==> config.mk <==
export PLATFORM = sky130hd
export DESIGN_NAME = trial_division_factor_finder_unit
export DESIGN_NICKNAME = d
export VERILOG_FILES = /design/src/rtl/core/tdff_pkg.sv /design/src/rtl/core/tdff_div.sv /design/src/rtl/core/tdff_sqrt.sv /design/src/rtl/core/trial_division_factor_finder_unit.sv
export SDC_FILE = /design/constraint.sdc
export NUM_CORES = 1
export LEC_CHECK = 0
export ABC_CLOCK_PERIOD_IN_PS = 6200
export BUFFER_PORTS_ARGS = -buffer_cell sky130_fd_sc_hd__buf_2
export CAP_MARGIN = 25
export CORE_MARGIN = 3
export CORE_UTILIZATION = 53
export DETAILED_ROUTE_END_ITERATION = 8
export GPL_TIMING_DRIVEN = 1
export PLACE_DENSITY = 0.69
export RECOVER_POWER = 25
export SYNTH_ARGS = -nofsm -noshare
export SYNTH_HDL_FRONTEND = slang
export SYNTH_SLANG_ARGS = --single-unit
==> constraint.sdc <==
create_clock -name clk -period 6.2 [get_ports clk]
set_clock_uncertainty 0.2 [all_clocks]
set_input_delay 0.31 -clock clk [delete_from_list [all_inputs] [get_ports clk]]
set_output_delay 0.31 -clock clk [all_outputs]
set_load 0.01 [all_outputs]
==> src/rtl/core/tdff_pkg.sv <==
// Shared constants for the trial division factor finder.
`default_nettype none
package tdff_pkg;
	localparam int WIDTH_DEFAULT = 32;
	localparam int NUMBER_W      = 32;
	localparam int FACTOR_W      = 16;
	localparam int COFACTOR_W    = 32;
	localparam int IN_TDATA_W    = 32;
	localparam int OUT_TDATA_W   = 48;
	localparam int OUT_TUSER_W   = 1;
endpackage
`default_nettype wire

==> src/rtl/core/tdff_div.sv <==
// Bit-serial restoring divider: one quotient bit per cycle.
`default_nettype none
module tdff_div #(
	parameter int WIDTH = 32
) (
	input  wire logic             clk,
	input  wire logic             arst_n,
	input  wire logic             go,
	input  wire logic [WIDTH-1:0] dividend,
	input  wire logic [WIDTH-1:0] divisor,
	output logic                  done,
	output logic [WIDTH-1:0]      quotient,
	output logic [WIDTH-1:0]      remainder
);
	localparam int CW = $clog2(WIDTH + 1);

	logic             busy_q;
	logic             done_q;
	logic [CW-1:0]    cnt_q;
	logic [WIDTH-1:0] rem_q;
	logic [WIDTH-1:0] quo_q;
	logic [WIDTH-1:0] dvs_q;

	logic [WIDTH:0]   rem_sh;
	logic [WIDTH:0]   diff;
	logic             ge;

	assign rem_sh = {rem_q, quo_q[WIDTH-1]};
	assign diff   = rem_sh - {1'b0, dvs_q};
	assign ge     = rem_sh >= {1'b0, dvs_q};

	always_ff @(posedge clk or negedge arst_n) begin
		if (!arst_n) begin
			busy_q <= 1'b0;
			done_q <= 1'b0;
		end else begin
			done_q <= 1'b0;
			if (go) begin
				busy_q <= 1'b1;
				cnt_q  <= CW'(WIDTH);
				rem_q  <= '0;
				quo_q  <= dividend;
				dvs_q  <= divisor;
			end else if (busy_q) begin
				rem_q <= ge ? diff[WIDTH-1:0] : rem_sh[WIDTH-1:0];
				quo_q <= {quo_q[WIDTH-2:0], ge};
				cnt_q <= cnt_q - CW'(1);
				if (cnt_q == CW'(1)) begin
					busy_q <= 1'b0;
					done_q <= 1'b1;
				end
			end
		end
	end

	assign done      = done_q;
	assign quotient  = quo_q;
	assign remainder = rem_q;
endmodule
`default_nettype wire

==> src/rtl/core/tdff_sqrt.sv <==
// Digit-by-digit integer square root: two radicand bits, one root bit per cycle.
`default_nettype none
module tdff_sqrt #(
	parameter int WIDTH = 32
) (
	input  wire logic             clk,
	input  wire logic             arst_n,
	input  wire logic             go,
	input  wire logic [WIDTH-1:0] radicand,
	output logic                  done,
	output logic [(WIDTH+1)/2-1:0] root
);
	localparam int WE = WIDTH + (WIDTH % 2);
	localparam int R  = WE / 2;
	localparam int CW = $clog2(R + 1);

	logic          busy_q;
	logic          done_q;
	logic [CW-1:0] cnt_q;
	logic [WE-1:0] rad_q;
	logic [R+1:0]  rem_q;
	logic [R-1:0]  root_q;

	logic [R+1:0]  rem_sh;
	logic [R+1:0]  trial;
	logic          ge;

	assign rem_sh = {rem_q[R-1:0], rad_q[WE-1:WE-2]};
	assign trial  = {root_q, 2'b01};
	assign ge     = rem_sh >= trial;

	always_ff @(posedge clk or negedge arst_n) begin
		if (!arst_n) begin
			busy_q <= 1'b0;
			done_q <= 1'b0;
		end else begin
			done_q <= 1'b0;
			if (go) begin
				busy_q <= 1'b1;
				cnt_q  <= CW'(R);
				rad_q  <= WE'(radicand);
				rem_q  <= '0;
				root_q <= '0;
			end else if (busy_q) begin
				rem_q  <= ge ? (rem_sh - trial) : rem_sh;
				root_q <= {root_q[R-2:0], ge};
				rad_q  <= {rad_q[WE-3:0], 2'b00};
				cnt_q  <= cnt_q - CW'(1);
				if (cnt_q == CW'(1)) begin
					busy_q <= 1'b0;
					done_q <= 1'b1;
				end
			end
		end
	end

	assign done = done_q;
	assign root = root_q;
endmodule
`default_nettype wire

==> src/rtl/core/trial_division_factor_finder_unit.sv <==
// Top level of the trial division factor finder.
//
// Channel  | Dir | Payload
// s_axis   | in  | tdata[31:0] number
// m_axis   | out | tdata[15:0] factor, tdata[47:16] cofactor; tuser[0] zero_error
//
// A square root is taken once per transaction and again per divisor found. Each trial
// division issues the divisor, runs the divider and then tests the remainder; a 32-bit
// prime near 2^32 needs about 65536 trials. A zero input skips the search and goes
// straight to the output register.
// No state survives between transactions. A finished result waits in the output
// register; the next number is taken meanwhile, and its result waits until that register is free.
`default_nettype none
module trial_division_factor_finder_unit #(
	parameter int WIDTH = tdff_pkg::WIDTH_DEFAULT
) (
	input  wire logic                            clk,
	input  wire logic                            arst_n,
	input  wire logic                            s_axis_tvalid,
	output logic                                 s_axis_tready,
	input  wire logic [tdff_pkg::IN_TDATA_W-1:0] s_axis_tdata,  // number
	output logic                                 m_axis_tvalid,
	input  wire logic                            m_axis_tready,
	output logic [tdff_pkg::OUT_TDATA_W-1:0]     m_axis_tdata,  // factor, cofactor
	output logic [tdff_pkg::OUT_TUSER_W-1:0]     m_axis_tuser   // zero_error
);
	import tdff_pkg::*;

	localparam int R = (WIDTH + 1) / 2;

	typedef enum logic [3:0] {
		ST_IDLE,
		ST_SQ_N,
		ST_TEST_D,
		ST_DIV_N,
		ST_SQ_D,
		ST_TEST_E,
		ST_DIV_E,
		ST_QUO,
		ST_HOLD
	} state_t;

	state_t                state_q;
	logic [WIDTH-1:0]      n_q;
	logic [R-1:0]          d_q;
	logic [R-1:0]          e_q;

	logic                  sq_go_q;
	logic [WIDTH-1:0]      sq_arg_q;
	logic                  sq_done;
	logic [R-1:0]          sq_root;

	logic                  dv_go_q;
	logic [WIDTH-1:0]      dv_a_q;
	logic [WIDTH-1:0]      dv_b_q;
	logic                  dv_done;
	logic [WIDTH-1:0]      dv_quo;
	logic [WIDTH-1:0]      dv_rem;

	logic [FACTOR_W-1:0]   res_fac_q;
	logic [COFACTOR_W-1:0] res_cof_q;
	logic                  res_err_q;

	logic                  out_valid_q;
	logic [FACTOR_W-1:0]   out_fac_q;
	logic [COFACTOR_W-1:0] out_cof_q;
	logic                  out_err_q;

	logic [WIDTH-1:0]      n_in;

	assign n_in = WIDTH'(s_axis_tdata);

	tdff_sqrt #(.WIDTH(WIDTH)) u_sqrt (
		.clk      (clk),
		.arst_n   (arst_n),
		.go       (sq_go_q),
		.radicand (sq_arg_q),
		.done     (sq_done),
		.root     (sq_root)
	);

	tdff_div #(.WIDTH(WIDTH)) u_div (
		.clk       (clk),
		.arst_n    (arst_n),
		.go        (dv_go_q),
		.dividend  (dv_a_q),
		.divisor   (dv_b_q),
		.done      (dv_done),
		.quotient  (dv_quo),
		.remainder (dv_rem)
	);

	always_ff @(posedge clk or negedge arst_n) begin
		if (!arst_n) begin
			state_q     <= ST_IDLE;
			sq_go_q     <= 1'b0;
			dv_go_q     <= 1'b0;
			out_valid_q <= 1'b0;
		end else begin
			if (state_q != ST_HOLD && out_valid_q && m_axis_tready) begin
				out_valid_q <= 1'b0;
			end
			unique case (state_q)
				ST_IDLE: begin
					if (s_axis_tvalid) begin
						n_q <= n_in;
						if (n_in == '0) begin
							res_fac_q <= '0;
							res_cof_q <= '0;
							res_err_q <= 1'b1;
							state_q   <= ST_HOLD;
						end else begin
							sq_arg_q <= n_in;
							sq_go_q  <= 1'b1;
							state_q  <= ST_SQ_N;
						end
					end
				end
				ST_SQ_N: begin
					sq_go_q <= 1'b0;
					if (sq_done) begin
						d_q     <= sq_root;
						state_q <= ST_TEST_D;
					end
				end
				ST_TEST_D: begin
					dv_a_q  <= n_q;
					dv_go_q <= 1'b1;
					if (d_q <= R'(1)) begin
						// no divisor above one: factor 1, cofactor n
						d_q     <= R'(1);
						dv_b_q  <= WIDTH'(1);
						state_q <= ST_QUO;
					end else begin
						dv_b_q  <= WIDTH'(d_q);
						state_q <= ST_DIV_N;
					end
				end
				ST_DIV_N: begin
					dv_go_q <= 1'b0;
					if (dv_done) begin
						if (dv_rem == '0) begin
							sq_arg_q <= WIDTH'(d_q);
							sq_go_q  <= 1'b1;
							state_q  <= ST_SQ_D;
						end else begin
							d_q     <= d_q - R'(1);
							state_q <= ST_TEST_D;
						end
					end
				end
				ST_SQ_D: begin
					sq_go_q <= 1'b0;
					if (sq_done) begin
						e_q     <= sq_root;
						state_q <= ST_TEST_E;
					end
				end
				ST_TEST_E: begin
					dv_go_q <= 1'b1;
					if (e_q <= R'(1)) begin
						// d has no smaller divisor: it is the factor
						dv_a_q  <= n_q;
						dv_b_q  <= WIDTH'(d_q);
						state_q <= ST_QUO;
					end else begin
						dv_a_q  <= WIDTH'(d_q);
						dv_b_q  <= WIDTH'(e_q);
						state_q <= ST_DIV_E;
					end
				end
				ST_DIV_E: begin
					dv_go_q <= 1'b0;
					if (dv_done) begin
						if (dv_rem == '0) begin
							// e divides d, hence n; descend into e
							d_q      <= e_q;
							sq_arg_q <= WIDTH'(e_q);
							sq_go_q  <= 1'b1;
							state_q  <= ST_SQ_D;
						end else begin
							e_q     <= e_q - R'(1);
							state_q <= ST_TEST_E;
						end
					end
				end
				ST_QUO: begin
					dv_go_q <= 1'b0;
					if (dv_done) begin
						res_fac_q <= FACTOR_W'(d_q);
						res_cof_q <= COFACTOR_W'(dv_quo);
						res_err_q <= 1'b0;
						state_q   <= ST_HOLD;
					end
				end
				ST_HOLD: begin
					if (!out_valid_q || m_axis_tready) begin
						out_valid_q <= 1'b1;
						out_fac_q   <= res_fac_q;
						out_cof_q   <= res_cof_q;
						out_err_q   <= res_err_q;
						state_q     <= ST_IDLE;
					end
				end
				default: begin
					state_q <= ST_IDLE;
				end
			endcase
		end
	end

	assign s_axis_tready = (state_q == ST_IDLE);
	assign m_axis_tvalid = out_valid_q;
	assign m_axis_tdata  = {out_cof_q, out_fac_q};
	assign m_axis_tuser  = out_err_q;

	a_zero_fields: assert property (@(posedge clk) disable iff (!arst_n)
		m_axis_tvalid && m_axis_tuser[0] |-> m_axis_tdata == '0)
		else $error("zero_error result carries nonzero fields");

	a_factor_nonzero: assert property (@(posedge clk) disable iff (!arst_n)
		m_axis_tvalid && !m_axis_tuser[0] |-> m_axis_tdata[FACTOR_W-1:0] != '0)
		else $error("factor of zero on a valid result");

	a_busy_after_accept: assert property (@(posedge clk) disable iff (!arst_n)
		s_axis_tvalid && s_axis_tready |=> !s_axis_tready)
		else $error("input taken twice without finishing");

	a_units_exclusive: assert property (@(posedge clk) disable iff (!arst_n)
		!(sq_done && dv_done))
		else $error("square root and divider finished together");
endmodule
`default_nettype wire

==> impl_results.md, run 1 <==
- Max Slew Vio Count: 135
- # IOs: 87
- Synth warn: 0
- WP data arrival: around 4.7 ns
- Remaining DRCs: 0
- Crit-path cells: dlygate4sd3_1 > clkbuf_1 > and4b_1 > o21ai_0 > a211oi_2 > buf_6
- Crit. End Element: flop
- Max Cap Viol: 2
- Num rows: about 70
- Mapped Avg Cell Area: between 10 and 15 um^2
- Die width: 198 um
- Status: finished with violations
- Vias in the first global route: 12.1k
- Area Growth Syn to Fin: 13.0%
- Critical path launch point: arst_n
- Hold WC Path Type: flop to flop
- Post-synth top flop: edfxtp_1
- Setup crit start kind: input port
- Leading cell types in the layout, fill and taps excluded: edfxtp_1, nor2_1, nand2_1, mux2_2, clkbuf_1
- Pwr dens: between 400 and 500 nW/um^2
- Met3 Usage GRT: 0.0347
- Initial core utilization: 0.543
- Die ar.: between 30000 and 40000 um^2
- RD Place Congestion: between 0.9 and 1
- Total Nets Final: approximately 1.7k
- H-tree Lvls: 2
- Final Core Density: 0.613
- Die Span Y: 198 um
- Grt met2 use: 0.332
- Iter 0 DRT Violations: 1064
- Slowest-stage cell, CP: clkbuf_1
- Worst vdd ir: a little under 0.3 mV
- Post-Syn Area: between 15000 and 20000 um^2
- Core Footprint: 35900 um^2
- Global-route met1 utilization: 0.328
- CP Max Fanout: 62
- DP HPWL: 29000 um
- RSZ-0062 raised after global routing: no
- Yosys cell types: 72
- Maximum clock path buffer count: 3
- Fmax: 218 MHz
- TritonCTS Buffers: 43
- Hold Path Depth: 0
- Grt ovf: 0
- Register area share after synthesis: 0.626
- Final hold violation count: 0
- Slew headroom: -1.31
- TritonCTS clock tree: built
- Commonest non-fill, non-tap cell in the layout: edfxtp_1
- Largest net degree at the start of global routing: between 70 and 80
- Syn nets: between 1.5k and 2k
- Pleak: ~8 nW
- Fin crit period: 4.59 ns
- GRT Resource Usage Total: 0.222
- DR vias/cell: about 6.0
- Max incr delay on CP: between 2 and 2.5 ns
- Setup_tns: 0 ns
- Router iterations before antenna repair: 5
- Period utilisation layout: 0.740
- PostCTS Resize Cnt: 0
- Busiest grt layer: met2
- Average wire per standard cell: a little over 20 um
- Fill cell count: around 2.8k
- Reg2reg start: sq_go_q
- Clock Sinks: ~410
- ANT nets after route: 0
- Setup slack at placement: around 2.4 ns
- Final hold slack: 0.213 ns
- Ys async rst share: 0.0270
- CTS root buf: clkbuf_16
- Clock insertion delay at the later pin of the skew report: approximately 0.57 ns
- Via count: 12.6k
- Tightest Pin Transition: approximately 3.5 ns
- Setup-failing EPs final: 0
- Initial antenna violation count: 2
- IO Port Bufs: between 80 and 90
- Final wirelength: roughly 44000 um
- Req. time, crit path: about 6.3 ns
- Final worst slack: 1.61 ns
- Total power: between 10 and 15 mW
- Layout cells sized above 1: 0.127
- Worst-path clk slew: 0.06 ns
- Global-route wire length before repair: 67900 um
- Number of flops mapped to enable cells by yosys: 397
- Post-Synthesis Cells: ~1.5k
- Seq cells post-synth: 408
- Hold_sp: res_cof_q[30]
- Crit Path Category: input port to flop
- Failing checks: max-capacitance violations, max-slew violations
- R2R depth: 4
## power breakdown
group / total [mW] / internal [mW] / switching [mW]
logic: 3.83 / 1.66 / 2.16
clock network: 2.51 / 1.44 / 1.06
registers: 4.53 / 4.01 / 0.512
## cells in the mapped netlist (22+ instances only)
library cell / number / share of area
a211oi_1: 40 / 0.015
xnor2_1: 43 / 0.019
nor2_1: 134 / 0.026
o21ai_0: 55 / 0.014
a22oi_1: 27 / 0.010
a21oi_1: 32 / 0.0082
clkbuf_1: 68 / 0.013
nor2b_1: 28 / 0.0090
nor3_1: 25 / 0.0064
and3_1: 23 / 0.0074
ha_1: 42 / 0.027
nand2_1: 105 / 0.020
edfxtp_1: 397 / 0.61
and2_1: 56 / 0.018
nor4_1: 22 / 0.0071
mux2_2: 94 / 0.054
inv_1: 54 / 0.010
mux2i_1: 36 / 0.018
## cell type report
type	count	area (um^2)	area share
diodes	1	2.50	0.000114
clock buffers	52	1140	0.0517
clock inverters	25	244	0.0111
inverters	55	206	0.00937
multi-input cells	976	6790	0.308
flip-flops and latches	408	12200	0.554
well taps	461	577	0.0262
repair buffers	144	868	0.0394
## per-stage QoR
step,instances,instance area [um^2]
3_5_place_dp,2007,20400
4_1_cts,2119,22100
5_1_grt,2122,22000
6_report,2122,22000
3_3_place_gp,2005,20300
2_1_floorplan,1519,19500
## routing by layer
metal / part of all wire / wire length, um
met1: 0.45 / 19600
met2: 0.45 / 19600
met3: 0.062 / 2720
met4: 0.040 / 1730
met5: 0.00030 / 13
## cells by family after synthesis
kind of cell / count (synthesis) / synth area share
simple gates: 496 / 0.131
flops: 408 / 0.626
compound gates: 247 / 0.0882
buf+inv: 135 / 0.0274
mux: 130 / 0.0728
xor+xnor: 60 / 0.0270
fa+ha+maj: 43 / 0.0280
## path summary, 6_finish.rpt
kind                                     to  slack, ns
min in group asynchronous           sq_go_q       1.28
max in group asynchronous      u_div.busy_q       2.31
setup reg to reg           u_sqrt.rem_q[14]       2.00
hold reg to reg               out_cof_q[30]       0.21
setup / recovery                    d_q[13]       1.61
hold / removal                out_cof_q[30]       0.21
## state kept, by name, summed over array words and instances, names as in the netlist, 4 cells and up
| signal | flops |
|---|---|
| dv_a_q | 32 |
| n_q | 32 |
| out_cof_q | 32 |
| res_cof_q | 32 |
| sq_arg_q | 32 |
| u_div.quotient | 32 |
| u_div.remainder | 32 |
| u_sqrt.rad_q | 32 |
| d_q | 16 |
| dv_b_q | 16 |
| e_q | 16 |
| out_fac_q | 16 |
| res_fac_q | 16 |
| u_div.dvs_q | 16 |
| u_sqrt.rem_q | 16 |
| u_sqrt.root | 16 |
| u_div.cnt_q | 6 |
| u_sqrt.cnt_q | 5 |
| state_q | 4 |
## worst max-delay path, delay by kind of cell
family / cells / cell delay [ns]
buf+inv: 3 / 3.17
compound gates: 2 / 0.63
simple gates: 1 / 0.49
## timing repair
item / 4_1_cts / 5_1_grt
buffers inserted: 0 / 0
hold buffers: 35 / 0
hold endpoints to repair: 75 / 0
Note: power is estimated with default switching activity, not from simulation.
==> inputs of run 2 (changes only) <==
- ABC_CLOCK_PERIOD_IN_PS: 6200 -> 4000
- PLACE_DENSITY: 0.69 -> 0.72
- clock period: 6.2 -> 4 ns (I/O delays scaled with it)
==> impl_results.md, run 2 (synthesis gave the netlist of run 1 again) <==
- Pleak: approximately 8 nW
- Hold WC Path Type: flop to flop
- Max incr delay on CP: 0.60 ns
- Seq pwr share: 0.423
- R2R Setup Slk: about 0.19 ns
- Maximum clock path buffer count: 3
- RSZ-0062 raised after global routing: no
- RD Place Congestion: around 0.9
- Reg2reg start: u_div.remainder[17]
- Initial antenna violation count: 4
- WP data arrival: 3.96 ns
- Crit. End Element: flop
- DR vias/cell: roughly 6.0
- Area Growth Syn to Fin: 13.2%
- DP HPWL: 28400 um
- Num rows: between 60 and 70
- Finished Layout Cells: 2130
- Clock group share of total power: 0.229
- IO Port Bufs: 86
- TritonCTS Buffers: 42
- Slew headroom: 0.138
- Iter 0 DRT Violations: about 1.1k
- Status: completed
- CTS root buf: clkbuf_16
- H-tree Lvls: 2
- Worst-path clk slew: around 0.060 ns
- CP Max Fanout: 21
- R2R depth: 7
- Global-route wire length before repair: 68800 um
- Period utilisation layout: 0.952
- Clock insertion delay at the later pin of the skew report: approximately 0.56 ns
- Comb pwr share: 0.347
- Grt ovf: 0
- Fmax: between 200 and 300 MHz
- Fin crit period: ~3.8 ns
- Pwr dens: about 760 nW/um^2
- Core Footprint: ~36000 um^2
- Router iterations before antenna repair: 5
- Post-Place Cells: between 2k and 2.5k
- Worst vdd ir: between 0.5 and 0.6 mV
- # IOs: just under 90
- Setup-failing EPs final: 0
- Crit-path cells: or4_4 > or4_1 > nor4b_4 > and2_1 > a21boi_4 > o31ai_1 > a311oi_1
- Setup crit start kind: flop
- Switching share of power: 0.345
- Hold_sp: dv_b_q[3]
- Vias in the first global route: approximately 12k
- RR Endpoint: u_div.remainder[24]
- Remaining DRCs: 0
- ANT nets after route: 0
- Max Cap Viol: 0
- Final Cell Area: 22100 um^2
- GRT Resource Usage Total: 0.223
- TritonCTS clock tree: built
- Crit Path Category: flop to flop
- Tightest Pin Transition: roughly 1.3 ns
- Die Span Y: slightly below 200 um
- Commonest non-fill, non-tap cell in the layout: edfxtp_1
- Leading cell types in the layout, fill and taps excluded: edfxtp_1, nor2_1, nand2_1, mux2_2, clkbuf_1
- Die ar.: between 30000 and 40000 um^2
- Initial core utilization: 0.543
- Average wire per standard cell: a little over 20 um
- Req. time, crit path: 4.15 ns
- Switch Pwr: 5.79 mW
- Clock Sinks: just over 400
- Max Slew Vio Count: 0
- Layout cells sized above 1: 0.125
- Slowest-stage cell, CP: a21boi_4
- P_int: about 11 mW
- Final hold violation count: 0
- Final wirelength: 43800 um
- Total Nets Final: approximately 1.7k
- Setup_tns: 0 ns
- Largest net degree at the start of global routing: 50
- Total power: 16.8 mW
- Hold Path End: u_div.dvs_q[3]
- Area after DPL: between 20000 and 25000 um^2
- Hold Path Depth: 0
- Via count: approximately 13k
- Die width: approximately 200 um
-- run 2: cell type report --
cell class              instances  area, um^2
clock inverters                28         248
repair buffers                151         930
multi-input cells             976        6800
fillers                      2815       13900
inverters                      55         206
clock buffers                  48        1090
diodes                          3        7.51
well taps                     461         577
flip-flops and latches        408       12200
-- run 2: stage by stage --
stage / hold WS (ns) / worst slack, ns / util
floorplan: -0.296 / 0.0755 / -
global placement: -0.0772 / 0.187 / 0.569
detailed placement: -0.0729 / 0.194 / 0.569
CTS: 0.183 / 0.146 / 0.617
global route: 0.196 / 0.0102 / 0.614
finish: 0.205 / 0.192 / 0.614
-- run 2: layer usage --
| metal | global-route usage | vias to the layer above | share of wire | wire length [um] |
|---|---|---|---|---|
| li1 | - | 5951 | - | - |
| met1 | 0.329 | 6147 | 0.45 | 19700 |
| met2 | 0.344 | 505 | 0.46 | 20200 |
| met5 | 0 | - | 0 | 0 |
| met4 | 0.0752 | 0 | 0.031 | 1360 |
| met3 | 0.0349 | 102 | 0.058 | 2550 |
-- run 2: worst max-delay path by stage --
stage / from / endpoint / depth (start not counted)
after global routing: u_div.remainder[17] / u_div.remainder[18] / 7
after CTS: u_div.remainder[17] / sq_arg_q[5] / 8
after detailed placement: u_div.remainder[17] / sq_arg_q[22] / 8
after floorplan: u_div.remainder[17] / sq_arg_q[0] / 7
final: u_div.remainder[17] / u_div.remainder[24] / 7
after global placement: u_div.remainder[17] / sq_arg_q[24] / 8
-- run 2: power by group through the flow --
stage / Sequential, mW / Combinational, mW / Clock (mW)
5_1_grt: 7.24 / 6.52 / 4.12
2_1_floorplan: 6.67 / 4.68 / 0
3_5_place_dp: 7.17 / 5.70 / 0
4_1_cts: 7.09 / 5.80 / 3.90
3_3_place_gp: 7.14 / 5.59 / 0
6_report: 7.11 / 5.84 / 3.85
-- run 2: repair_timing --
| item | 4_1_cts | 5_1_grt |
|---|---|---|
| hold endpoints to repair | 91 | 0 |
| endpoints found under the setup margin | 0 | 32 |
| buffers inserted | 0 | 0 |
| hold buffers | 36 | 0 |
| gates resized for setup | 0 | 1 |
-- run 2: worst max-delay path: cells and delay by family, from the launching register on --
| kind | cells | cell delay, ns |
|---|---|---|
| flip-flops | 1 | 0.47 |
| AO/OA/AOI/OAI | 3 | 1.09 |
| AND/OR/NAND/NOR | 4 | 1.85 |
==> inputs of run 3 (changes only) <==
- CORE_ASPECT_RATIO: unset -> 1.2
- SYNTH_HIERARCHICAL: unset -> 1
==> impl_results.md, run 3 <==
- Yosys cell types: 90
- Die width: ~190 um
- Clock Sinks: ~420
- Top-count cell post-synth: edfxtp_1
- Iter 0 DRT Violations: between 1k and 1.5k
- Commonest non-fill, non-tap cell in the layout: edfxtp_1
- Period utilisation layout: 0.908
- # IOs: 87
- Setup_tns: 0 ns
- CTS root buf: clkbuf_16
- Req. time, crit path: just over 4 ns
- Layout cells sized above 1: 0.129
- Leading cell types in the layout, fill and taps excluded: edfxtp_1, nor2_1, inv_1, clkbuf_1, mux2_2
- Post-synth top flop: edfxtp_1
- RD Place Congestion: 0.970
- Final wirelength: 47100 um
- DR vias/cell: approximately 6
- Finished Layout Cells: between 2k and 2.5k
- Remaining DRCs: 0
- Fin crit period: 3.63 ns
- PostCTS Resize Cnt: 0
- Pwr dens: approximately 400 nW/um^2
- Max incr delay on CP: ~0.56 ns
- Final hold violation count: 0
- Vias in the first global route: approximately 13k
- Post-Synthesis Cells: between 1.5k and 2k
- Post-Place Cells: approximately 2.2k
- IO Port Bufs: 86
- Num rows: 78
- Ys async rst share: 0.0259
- Hold WC Path Type: input port to flop
- Max Slew Vio Count: 51
- Total Nets Final: between 1.5k and 2k
- Setup-failing EPs final: 0
- Number of flops mapped to enable cells by yosys: slightly above 400
- Post-CTS Setup Inserts: 0
- Seq cells post-synth: roughly 420
- Core Footprint: between 30000 and 40000 um^2
- Leading area contributor after synthesis: edfxtp_1
- Maximum clock path buffer count: 3
- Slew headroom: -0.0689
- Setup crit start kind: flop
- Crit-path cells: ha_1 > o21a_1 > o211ai_1 > a311oi_2 > o31ai_2 > o21ai_2 > a31oi_4 > buf_4 > mux2i_1 > a211oi_1
- Worst-path clk slew: about 0.06 ns
- Top-area cell type share of the netlist area: 0.599
- Slowest-stage cell, CP: a31oi_4
- H-tree Lvls: 2
- RSZ-0062 raised after global routing: no
- Clock insertion delay at the later pin of the skew report: 0.55 ns
- WP data arrival: between 3 and 4 ns
- Setup slack at placement: 0.445 ns
- TritonCTS clock tree: built
- Crit Path Category: flop to flop
- Crit. End Element: flop
- Largest net degree at the start of global routing: 50
- Fmax: between 200 and 300 MHz
- Global-route wire length before repair: ~74000 um
- Die ar.: 41500 um^2
- Post-Syn Area: approximately 21000 um^2
- Pleak: approximately 8.8 nW
- Die Span Y: about 220 um
- Synth warn: 6
- GRT Resource Usage Total: 0.222
- Fill cell count: about 3.0k
- Register area share after synthesis: 0.613
- Hold-fix buffers, CTS: 35
- Grt ovf: 0
- Status: finished with violations
- ANT nets after route: 0
- Mapped Avg Cell Area: 12.9 um^2
- Failing checks: max-capacitance violations, max-slew violations
- Post-synth top cells: edfxtp_1, nor2_1, inv_1
- Worst vdd ir: 0.560 mV
- Average wire per standard cell: about 20 um
- Final worst slack: 0.370 ns
- CP Max Fanout: 20
- Max Cap Viol: 2
- Initial antenna violation count: 2
- Tightest Pin Transition: 1.60 ns
- Via count: around 14k
- DP HPWL: roughly 32000 um
- Area Growth Syn to Fin: 13.3%
- Area contributors post-synth: edfxtp_1, mux2_2, ha_1, nor2_1, mux2i_1
- Initial core utilization: 0.542
- Router iterations before antenna repair: 7
- Total power: 9.47 mW
- TritonCTS Buffers: 43
## run 3: area by class of cell
cell class | instances | area (um^2) | share of cell area
clock buffer | 49 | 1110 | 0.0473
inverter | 101 | 379 | 0.0162
tap | 520 | 651 | 0.0277
antenna | 2 | 5.00 | 0.000213
multi-input combinational | 1020 | 7360 | 0.314
sequential | 424 | 12700 | 0.540
timing repair buffer | 152 | 936 | 0.0399
clock inverter | 29 | 343 | 0.0146
## run 3: where the power goes
part	internal (mW)	switching, mW
combinational	0.179	0.254
clock	2.41	1.72
sequential	4.87	0.0424
total	7.45	2.02
## run 3: through the flow
stage | util | area [um^2] | hold slack (ns)
2_1_floorplan | - | 20800 | -0.296
3_3_place_gp | 0.570 | 21700 | -0.0119
3_5_place_dp | 0.570 | 21800 | -0.0141
4_1_cts | 0.617 | 23600 | 0.00562
5_1_grt | 0.615 | 23500 | 0.0674
6_report | 0.615 | 23500 | 0.0284
## run 3: critical path: cells and delay by family, from the launching register on
| family | cells | cell delay (ns) |
|---|---|---|
| AO/OA/AOI/OAI | 7 | 1.74 |
| adder cells (fa/ha/maj) | 1 | 0.39 |
| buffers and inverters | 1 | 0.32 |
| flip-flops | 1 | 0.44 |
| multiplexers | 1 | 0.24 |
## run 3: metal layers
metal	routed length (um)	track usage	vias up	part of all wire
li1	-	-	6342	-
met1	19400	0.297	6601	0.41
met2	22600	0.367	541	0.48
met3	3230	0.0335	108	0.069
met4	1910	0.0905	0	0.040
met5	0	0	-	0
## run 3: logic make-up (layout without fill, tap and decap cells)
kind of cell / count (synthesis) / count (layout) / share of synthesized area
other: 1 / 18 / 0.000181
adders and majority gates: 59 / 59 / 0.0360
xor gates and xnor gates: 71 / 71 / 0.0300
muxes: 122 / 122 / 0.0638
AOI/OAI and AO/OA: 318 / 318 / 0.109
buffers and inverters: 179 / 331 / 0.0385
and+or+nand+nor: 434 / 434 / 0.109
DFF: 424 / 424 / 0.613
## run 3: final timing paths
| path | from | slack [ns] | depth (start not counted) | end |
|---|---|---|---|---|
| setup / recovery | u_div/remainder[4] | 0.37 | 10 | u_div/remainder[2] |
| hold / removal | s_axis_tvalid | 0.03 | 4 | sq_go_q |
| setup reg to reg | u_div/remainder[4] | 0.37 | 10 | u_div/remainder[2] |
| hold reg to reg | res_fac_q[10] | 0.22 | 0 | out_fac_q[10] |
| max in group asynchronous | arst_n | 1.45 | 3 | u_sqrt/busy_q |
| min in group asynchronous | arst_n | 1.53 | 3 | sq_go_q |
